**src/tatc_pkg.sv**
```systemverilog
// Types, constants and calibration table for the thermistor conversion core.
`timescale 1ns / 1ps

package tatc_pkg;

  localparam int ADC_W        = 12;
  localparam int CODE_W       = 10;
  localparam int TEMP_W       = 12;
  localparam int ROM_SLOTS    = 64;
  localparam int IDX_W        = $clog2(ROM_SLOTS);
  localparam int FRAC_W       = 6;
  localparam int NUM_W        = 16;
  localparam int START_TENTHS = -200;
  localparam int END_TENTHS   = 1200;
  localparam int STEP_TENTHS  = 50;
  localparam int FIRST_CODE   = 892;
  localparam int DIV_STAGES   = 3;
  localparam int BITS_PER_DIV = FRAC_W / DIV_STAGES;
  // compare, group count, total, lookup, three divide stages, output
  localparam int PIPE_LATENCY = 8;

  typedef logic [CODE_W-1:0] code_t;

  // One slot of the restoring divider pipeline.
  typedef struct packed {
    logic              valid;
    logic              ge_first;
    logic              le_last;
    logic [IDX_W-1:0]  above;
    logic [NUM_W-1:0]  rem;
    logic [CODE_W-1:0] den;
    logic [FRAC_W-1:0] quo;
  } div_slot_t;

  // Calibration codes, one per 5 degrees from -20 C; unused slots read zero.
  function automatic code_t rom_at(input logic [IDX_W-1:0] idx);
    code_t c;
    case (idx)
      6'd0:    c = 10'd892;
      6'd1:    c = 10'd863;
      6'd2:    c = 10'd829;
      6'd3:    c = 10'd791;
      6'd4:    c = 10'd749;
      6'd5:    c = 10'd705;
      6'd6:    c = 10'd657;
      6'd7:    c = 10'd609;
      6'd8:    c = 10'd560;
      6'd9:    c = 10'd512;
      6'd10:   c = 10'd465;
      6'd11:   c = 10'd420;
      6'd12:   c = 10'd377;
      6'd13:   c = 10'd337;
      6'd14:   c = 10'd300;
      6'd15:   c = 10'd267;
      6'd16:   c = 10'd238;
      6'd17:   c = 10'd211;
      6'd18:   c = 10'd187;
      6'd19:   c = 10'd166;
      6'd20:   c = 10'd146;
      6'd21:   c = 10'd130;
      6'd22:   c = 10'd115;
      6'd23:   c = 10'd102;
      6'd24:   c = 10'd91;
      6'd25:   c = 10'd81;
      6'd26:   c = 10'd72;
      6'd27:   c = 10'd65;
      6'd28:   c = 10'd58;
      default: c = '0;
    endcase
    return c;
  endfunction

endpackage

```
**src/thermistor_adc_to_temperature_core.sv**
```systemverilog
// Each transaction accepted at an edge gives one done strobe from the output stage.
// Throughput: one sample per cycle; busy stays low, so start may be held high.
// Latency is set by the 8-stage pipeline: compare, group count, total,
// table lookup, three 2-bit restoring divide stages and the output stage.
// Reset: synchronous, clears every valid bit and done; data registers are not reset.
`timescale 1ns / 1ps

module thermistor_adc_to_temperature_core #(
  parameter int TABLE_ENTRIES = 29
) (
  input  logic                                 clk,
  input  logic                                 rst,
  input  logic                                 start,
  output logic                                 busy,
  input  logic [tatc_pkg::ADC_W-1:0]           adc_raw,
  output logic                                 done,
  output logic signed [tatc_pkg::TEMP_W-1:0]   temperature_tenths
);

  localparam int IDX_W  = tatc_pkg::IDX_W;
  localparam int CODE_W = tatc_pkg::CODE_W;
  localparam int NUM_W  = tatc_pkg::NUM_W;
  localparam int FRAC_W = tatc_pkg::FRAC_W;
  localparam int GROUPS = (TABLE_ENTRIES + 7) / 8;
  localparam int PAD_W  = GROUPS * 8;
  localparam int GRP_W  = 4;
  localparam int CNT_W  = $clog2(TABLE_ENTRIES + 1);
  localparam int TW     = tatc_pkg::TEMP_W + 1;
  localparam int NDIV   = tatc_pkg::DIV_STAGES;
  localparam int BPD    = tatc_pkg::BITS_PER_DIV;

  localparam logic [IDX_W-1:0] LAST_IDX = IDX_W'(TABLE_ENTRIES - 1);
  localparam logic [CNT_W-1:0] LAST_CNT = CNT_W'(TABLE_ENTRIES - 1);
  localparam logic signed [TW-1:0] T_MIN = TW'(tatc_pkg::START_TENTHS);
  localparam logic signed [TW-1:0] T_MAX = TW'(tatc_pkg::END_TENTHS);

  assign busy = 1'b0;

  // Stage 1: compare the code with every table entry in use.
  logic                      s1_valid;
  logic [CODE_W-1:0]         s1_code;
  logic [PAD_W-1:0]          s1_gt;
  logic                      s1_ge_first;
  logic                      s1_le_last;
  logic [CODE_W-1:0]         code_in;
  logic [PAD_W-1:0]          gt_next;

  assign code_in = adc_raw[tatc_pkg::ADC_W-1:2];

  always_comb begin
    gt_next = '0;
    for (int i = 0; i < TABLE_ENTRIES; i++) begin
      gt_next[i] = code_in < tatc_pkg::rom_at(IDX_W'(i));
    end
  end

  always_ff @(posedge clk) begin
    if (rst) begin
      s1_valid <= 1'b0;
    end else begin
      s1_valid <= start;
    end
    s1_code     <= code_in;
    s1_gt       <= gt_next;
    s1_ge_first <= code_in >= tatc_pkg::rom_at('0);
    s1_le_last  <= code_in <= tatc_pkg::rom_at(LAST_IDX);
  end

  // Stage 2: count entries above the code in groups of eight.
  logic                      s2_valid;
  logic [CODE_W-1:0]         s2_code;
  logic                      s2_ge_first;
  logic                      s2_le_last;
  logic [GRP_W-1:0]          s2_grp [GROUPS];
  logic [GRP_W-1:0]          grp_next [GROUPS];

  always_comb begin
    for (int g = 0; g < GROUPS; g++) begin
      grp_next[g] = '0;
      for (int b = 0; b < 8; b++) begin
        grp_next[g] = grp_next[g] + GRP_W'(s1_gt[g*8 + b]);
      end
    end
  end

  always_ff @(posedge clk) begin
    if (rst) begin
      s2_valid <= 1'b0;
    end else begin
      s2_valid <= s1_valid;
    end
    s2_code     <= s1_code;
    s2_ge_first <= s1_ge_first;
    s2_le_last  <= s1_le_last;
    s2_grp      <= grp_next;
  end

  // Stage 3: total the groups and hold the segment index inside the table.
  logic                      s3_valid;
  logic [CODE_W-1:0]         s3_code;
  logic                      s3_ge_first;
  logic                      s3_le_last;
  logic [IDX_W-1:0]          s3_above;
  logic [CNT_W-1:0]          cnt_sum;
  logic [CNT_W-1:0]          cnt_clamped;

  always_comb begin
    cnt_sum = '0;
    for (int g = 0; g < GROUPS; g++) begin
      cnt_sum = cnt_sum + CNT_W'(s2_grp[g]);
    end
    cnt_clamped = cnt_sum;
    if (cnt_clamped < CNT_W'(1)) begin
      cnt_clamped = CNT_W'(1);
    end
    if (cnt_clamped > LAST_CNT) begin
      cnt_clamped = LAST_CNT;
    end
  end

  always_ff @(posedge clk) begin
    if (rst) begin
      s3_valid <= 1'b0;
    end else begin
      s3_valid <= s2_valid;
    end
    s3_code     <= s2_code;
    s3_ge_first <= s2_ge_first;
    s3_le_last  <= s2_le_last;
    s3_above    <= IDX_W'(cnt_clamped);
  end

  // Stage 4: fetch neighbouring entries and form dividend and divisor.
  // Stages 5 to 7: restoring division, two quotient bits per stage.
  tatc_pkg::div_slot_t dv      [NDIV+1];
  tatc_pkg::div_slot_t dv_next [NDIV+1];
  logic [CODE_W-1:0]   hi_code;
  logic [CODE_W-1:0]   lo_code;
  logic                seg_ok;
  logic [NUM_W-1:0]    trial;

  always_comb begin
    hi_code = tatc_pkg::rom_at(s3_above - IDX_W'(1));
    lo_code = tatc_pkg::rom_at(s3_above);
    seg_ok  = (hi_code > lo_code) && (s3_code >= lo_code);
    trial   = '0;
    // drop in-flight transactions while in reset
    dv_next[0].valid    = s3_valid && !rst;
    dv_next[0].ge_first = s3_ge_first;
    dv_next[0].le_last  = s3_le_last;
    dv_next[0].above    = s3_above;
    dv_next[0].quo      = '0;
    if (seg_ok) begin
      dv_next[0].rem = NUM_W'(s3_code - lo_code) * NUM_W'(tatc_pkg::STEP_TENTHS);
      dv_next[0].den = hi_code - lo_code;
    end else begin
      // flat step or code below the lower entry: zero dividend over a non-zero divisor yields a zero fraction
      dv_next[0].rem = '0;
      dv_next[0].den = '1;
    end
    for (int s = 0; s < NDIV; s++) begin
      dv_next[s+1]       = dv[s];
      dv_next[s+1].valid = dv[s].valid && !rst;
      for (int j = 0; j < BPD; j++) begin
        trial = NUM_W'(dv[s].den) << (FRAC_W - 1 - s*BPD - j);
        if (dv_next[s+1].rem >= trial) begin
          dv_next[s+1].rem = dv_next[s+1].rem - trial;
          dv_next[s+1].quo[FRAC_W - 1 - s*BPD - j] = 1'b1;
        end
      end
    end
  end

  always_ff @(posedge clk) begin
    dv <= dv_next;
  end

  // Stage 8: interpolate, clamp and present the result.
  logic [TW-1:0]        base_prod;
  logic signed [TW-1:0] temp_raw;
  logic signed [TW-1:0] temp_sel;

  always_comb begin
    base_prod = TW'(dv[NDIV].above) * TW'(tatc_pkg::STEP_TENTHS);
    temp_raw  = $signed(base_prod) + T_MIN - $signed(TW'(dv[NDIV].quo));
    if (dv[NDIV].ge_first) begin
      temp_sel = T_MIN;
    end else if (dv[NDIV].le_last) begin
      temp_sel = T_MAX;
    end else if (temp_raw < T_MIN) begin
      temp_sel = T_MIN;
    end else if (temp_raw > T_MAX) begin
      temp_sel = T_MAX;
    end else begin
      temp_sel = temp_raw;
    end
  end

  always_ff @(posedge clk) begin
    if (rst) begin
      done <= 1'b0;
    end else begin
      done <= dv[NDIV].valid;
    end
    temperature_tenths <= temp_sel[tatc_pkg::TEMP_W-1:0];
  end

endmodule

```
**config.mk**
```make
export PLATFORM = sky130hd
export DESIGN_NAME = thermistor_adc_to_temperature_core
export DESIGN_NICKNAME = d
export VERILOG_FILES = /design/src/tatc_pkg.sv /design/src/thermistor_adc_to_temperature_core.sv
export SDC_FILE = /design/constraint.sdc
export NUM_CORES = 1
export LEC_CHECK = 0
export ABC_AREA = 1
export BUFFER_PORTS_ARGS = -buffer_cell sky130_fd_sc_hd__buf_4
export CELL_PAD_IN_SITES_DETAIL_PLACEMENT = 0
export CELL_PAD_IN_SITES_GLOBAL_PLACEMENT = 1
export CORE_MARGIN = 2
export CORE_UTILIZATION = 48
export DETAILED_ROUTE_END_ITERATION = 16
export MAX_ROUTING_LAYER = met4
export PLACE_DENSITY = 0.83
export SLEW_MARGIN = 30
export SYNTH_ARGS = -nofsm -noshare
export SYNTH_HDL_FRONTEND = slang
export SYNTH_SLANG_ARGS = --single-unit
```
**constraint.sdc**
```tcl
create_clock -name clk -period 5.8 [get_ports clk]
set_input_delay 0.29 -clock clk [delete_from_list [all_inputs] [get_ports clk]]
set_output_delay 0.29 -clock clk [all_outputs]
set_load 0.005 [all_outputs]
```
# Word level (Yosys, flattened, before mapping)
# Memory sizes are Yosys's and may differ from the RTL's. A register that Yosys moved wholly into a read port is not among the register bits.
# Cells that the tools add are included.
[op_classes]
addsub = 38
n_mul = 2
magnitude_cmp = 43
mux = 13
n_reduce_logical = 7
[ops]
columns = ["cell", "count"]
rows = [
  ["less-than comparator 10 bit (second input constant)", 10],
  ["2-to-1 mux 16 bit", 5],
  ["less-than comparator 10 x 7 -> 1 bit (second input constant)", 6],
  ["less-than comparator 10 x 8 -> 1 bit (second input constant)", 6],
  ["less-than comparator 10 x 9 -> 1 bit (second input constant)", 6],
  ["adder 4 x 1 -> 4 bit", 13],
  ["2-to-1 mux 12 bit", 3],
  ["adder 3 x 1 -> 4 bit", 4],
  [">= comparator 16 x 10 -> 1 bit", 1],
  [">= comparator 16 x 11 -> 1 bit", 1],
  [">= comparator 16 x 12 -> 1 bit", 1],
  [">= comparator 16 x 13 -> 1 bit", 1],
  [">= comparator 16 x 14 -> 1 bit", 1],
  [">= comparator 16 x 15 -> 1 bit", 1],
  ["multiplier 16 x 5 -> 15 bit (second input constant)", 1],
  ["subtractor 16 x 11 -> 16 bit", 1],
  ["subtractor 16 x 12 -> 16 bit", 1],
  ["subtractor 16 x 13 -> 16 bit", 1],
  ["subtractor 16 x 14 -> 16 bit", 1],
  ["subtractor 16 x 15 -> 16 bit", 1],
  ["adder 12 x 9 -> 13 bit (second input constant)", 1],
  ["greater-than comparator 13 x 12 -> 1 bit (second input constant)", 1],
  ["less-than comparator 13 x 9 -> 1 bit (second input constant)", 1],
  ["subtractor 13 x 7 -> 13 bit", 1],
  ["other kinds (21)", 34],
]
[totals]
regBits = 224
mem_bits_ro = 640
inputBits = 15
output_inout_bits = 14
memories = 2
[memory_table]
columns = ["name", "words", "word_bits", "read_ports", "rd_ports_with_merged_regs", "wr", "line_no", "rtl"]
rows = [
  ["(no name shown)", 32, 10, 1, 0, 0, "tatc_pkg.sv:38", "case (idx)"],
  ["(no name shown)", 32, 10, 1, 1, 0, "tatc_pkg.sv:38", ""],
]

# Logic depth before layout (Yosys ltp)
[logic_depth]
word_depth = 7
ltp_mapped = 27
depth_no_buf = 27

# Worst setup path after synthesis
# OpenSTA, ideal clock, no wires.
[synth_timing]
path_type = "reg-to-reg"
start = "register s3_code[0]"
end = "register dv[152] in the netlist's numbering"
setup_ns = 0.116
t_arrival_ns = 3.963
t_required_ns = 5.684
slack_ns = 1.721
path_stages_with_launch = 24
n_path_buf = 0
cell_sequence = "dfxtp_1 > inv_1 > ha_1 > inv_1 > fa_1 > a221o_1 > nand3_1 > nand2_1 > xnor2_1 > inv_1 > ha_1 > ha_1 > inv_1 > fa_1 > inv_1 > ha_1 > a21oi_1 > o21ai_0 > a21oi_1 > nor2_1 > o21ai_0 > nand2_1 > xor2_1 > nor2_1"
[synth_between]
elab_chain_cells = 2
[synth_lines]
columns = ["element", "line_no", "rtl"]
rows = [
  ["start, declared", "thermistor_adc_to_temperature_core.sv:100", "logic [CODE_W-1:0] s3_code;"],
  ["start signal, assigned", "thermistor_adc_to_temperature_core.sv:127", "s3_code <= s2_code;"],
  ["subtractor 10 x 10 -> 11 bit / >= comparator 10 bit (equally long branches)", "thermistor_adc_to_temperature_core.sv:154, thermistor_adc_to_temperature_core.sv:145", ""],
  ["multiplier 16 x 5 -> 15 bit / logical AND 1 bit (equally long branches)", "thermistor_adc_to_temperature_core.sv:154, thermistor_adc_to_temperature_core.sv:145", ""],
  ["end signal, assigned", "thermistor_adc_to_temperature_core.sv:175", "dv <= dv_next;"],
  ["end, declared", "thermistor_adc_to_temperature_core.sv:135", "tatc_pkg::div_slot_t dv [NDIV+1];"],
]
# Several ways; a longest one is shown, not always the timed one.
# A chain may end at the register's enable or synchronous reset.

# Worst setup path after layout
[layout_timing]
start = "register s3_above[0]"
end = "register dv[134] in the netlist's numbering"
[layout_between]
elab_chain_cells = 5
[layout_lines]
columns = ["element", "line_no", "rtl"]
rows = [
  ["start, declared", "thermistor_adc_to_temperature_core.sv:103", "logic [IDX_W-1:0] s3_above;"],
  ["start signal, assigned", "thermistor_adc_to_temperature_core.sv:130", "s3_above <= IDX_W'(cnt_clamped);"],
  ["subtractor 5 x 1 -> 6 bit (*)", "thermistor_adc_to_temperature_core.sv:143", "hi_code = tatc_pkg::rom_at(s3_above - IDX_W'(1));"],
  ["memory read (32 x 10 bit)", "--", ""],
  ["2-to-1 mux 10 bit (*)", "tatc_pkg.sv:38", ""],
  ["greater-than comparator 10 bit", "thermistor_adc_to_temperature_core.sv:145", "seg_ok = (hi_code > lo_code) && (s3_code >= lo_code);"],
  ["logical AND 1 bit", "thermistor_adc_to_temperature_core.sv:145", ""],
]
# Every way passes the cells marked *; elsewhere a longest branch is shown, timed or not.

==> flow_metrics.py <==
metrics = {
    "global_route": {
        "grt_pass1_wl_mm": 51.0,
        "track_usage": 0.205,
        "grtUsageMet1": 0.263,
        "grt_use_met2": 0.343,
        "grt_busiest_layer": "met2",
        "overflow": 0,
        "antenna_found_initial": 0,
        "grt_start_max_net_pins": 19,
        "grt_pass1_vias": 11100,
        "use_met3": 0.0231,
    },
    "synthesis": {
        "ys_seq_area_frac": 0.328,
        "ys_ff_latch": 230,
        "synth_commonest_cells": "nand2_1, inv_1, dfxtp_1",
        "synth_area_per_cell_um2": 7.64,
        "synth_area_leaders": "dfxtp_1, ha_1, nand2_1",
        "syn_nets": 2062,
        "yosys.cell_count.top_type": "nand2_1",
        "synth_cells": 1835,
        "synth-edff-count": 0,
        "netlist_area_mm2": 0.0140,
        "ys_types": 53,
        "ys_warn_count": 0,
        "synth_top_area_share": 0.328,
        "synth_ff_type": "dfxtp_1",
        "synth_top_area_cell": "dfxtp_1",
        "ys_async_sr_fraction": 0,
    },
    "clocking": {
        "htree_levels": 1,
        "cts_max_path_buffers": 3,
        "clkTransAtPathRegs_ns": 0.06,
        "postCtsResizedCells": 0,
        "clk_latency_ns": 0.54,
        "cts.sinks": 230,
        "clockRootBuffer": "clkbuf_16",
        "cts_tree": "done",
        "numCtsBuffers": 24,
    },
    "detailed_routing": {
        "drc": 0,
        "drt-initial-drc-count": 443,
        "ant_nets": 0,
        "wl_per_cell_um": 12.9,
        "drtPass1Iterations": 6,
        "vias_per_cell": 4.96,
        "wirelength_mm": 29.4,
        "vias": 11300,
    },
    "placed_design": {
        "dpl.hpwl_mm": 23.9,
        "io_buffers": 25,
        "place.gp.congestion": 0.897,
        "place_ws_ns": 1.25,
    },
    "timing": {
        "layout_setup_ws_ns": 1.14,
        "finalCritPeriodShare": 0.803,
        "finalCriticalPeriod_ns": 4.66,
        "skew_ns": 0.0210,
        "setup_violations": 0,
        "rsz0062_at_grt": "no",
        "slew_headroom": 0.546,
        "slew_violations": 0,
        "worstMarginPinSlew_ns": 0.678,
        "fin_tns_setup_ns": 0,
        "max_freq_mhz": 215,
        "hold_violations": 0,
    },
    "die": {
        "die-area_mm2": 0.0306,
        "initial_core_util": 0.489,
        "io_pins": 29,
        "die_x_um": 175,
        "rows": 62,
        "die_h_um": 175,
        "core_area_mm2": 0.0287,
    },
    "setup_path": {
        "critPathLaunchType": "flop",
        "critPathKind": "flop to flop",
        "path_max_fanout": 18,
        "cp_cell_sequence": "inv_1, ha_1, inv_1, ha_1, clkinv_1, nor2_1, a221oi_1, nor3_1, inv_1, fa_1, nor2_1, nor2_1, nor3_1, nor3_1, o21ai_0, o41ai_1, inv_1, nand2_2, inv_1, o21ai_0",
        "crit_top_cell": "inv_1",
        "slowest_delay_ns": 0.56,
        "worst_path_max_delay_cell": "ha_1",
        "crit_arrival_ns": 5.05,
        "cp-end-kind": "flop",
        "critPathRequiredTime_ns": 6.19,
    },
    "finish": {
        "syn_to_final_growth_pct": 10.0,
        "diodes": 0,
        "fin_nets": 2106,
        "layout-drive-gt1-share": 0.0581,
    },
    "flow_run": {
        "cap_violations": 0,
    },
    "min_path": {
        "hold_path_class": "flop to flop",
    },
    "status": {
        "run_status": "finished clean",
    },
}
## state kept, by name, indices dropped and copies added (netlist names), 5 cells and up
register            cells
s2_grp                 15
lo_code                10
s3_above                5
s1_code                10
temperature_tenths     12
s3_code                10
s1_gt                  29
dv                    119
s2_code                10
## final cells by class
class,instances,area [µm²]
fill,2799,13300
sequential,230,4600
multi-input combinational,1264,8090
tap,384,480
inverter,322,1210
timing repair buffer,37,308
clock inverter,14,111
clock buffer,27,622
## through the flow
stage               cells  hold slack (ns)  cell area, µm²  utilization
floorplan            1835            0.310           14000            -
global placement     2225            0.310           14600        0.508
detailed placement   2225            0.312           14600        0.508
CTS                  2278            0.307           15400        0.538
global route         2278            0.306           15400        0.538
finish               2278            0.315           15400        0.538
## cells in the final DEF (no fill, tap or decap), types with 25 or more instances in the layout
cell | netlist | routed
dfxtp_1 | 230 | 230
xor2_1 | 47 | 47
ha_1 | 174 | 174
nand2_1 | 394 | 394
nor2_1 | 148 | 148
nand3_1 | 74 | 74
buf_4 | 1 | 25
fa_1 | 38 | 38
inv_1 | 314 | 314
o21ai_0 | 81 | 81
a21oi_1 | 110 | 110
nor3_1 | 29 | 29
## cell families after synthesis
| kind of cell | synth area share |
|---|---|
| adder cells (fa/ha/maj) | 0.209 |
| XOR/XNOR | 0.0425 |
| AND/OR/NAND/NOR | 0.220 |
| other | 0.000267 |
| buffers and inverters | 0.0946 |
| AO/OA/AOI/OAI | 0.105 |
| flip-flops | 0.328 |
## final timing paths
kind | end | slack, ns | from | cells past startpoint
setup reg to reg | dv[134]$_SDFF_PN1_ | 1.14 | s3_above[0]$_SDFF_PP0_ | 20
hold / removal | dv[46]$_DFF_P_ | 0.32 | dv[87]$_DFF_P_ | 0
hold reg to reg | dv[46]$_DFF_P_ | 0.32 | dv[87]$_DFF_P_ | 0
setup / recovery | dv[134]$_SDFF_PN1_ | 1.14 | s3_above[0]$_SDFF_PP0_ | 20
## metal layers
layer	up-vias	wire length, µm
met2	221	13600
met5	-	0
met1	5062	14000
li1	5963	-
met3	52	1120
met4	0	669
## timing repair
action | 4_1_cts | 5_1_grt
setup buffers | 0 | 0
hold endpoints to repair | 19 | 0
hold buffers | 12 | 0
endpoints found under the setup margin | 0 | 0
## critical path, delay by kind of cell (launching register included)
family                     cells  cell delay (ns)
adders and majority gates      3             1.21
buffers and inverters          6             1.05
DFF                            1             0.39
and+or+nand+nor                7             1.29
AOI/OAI and AO/OA              4             0.56
Power is not shown: default switching activity piles up to over one toggle a cycle in this logic, so the estimate is an artifact.
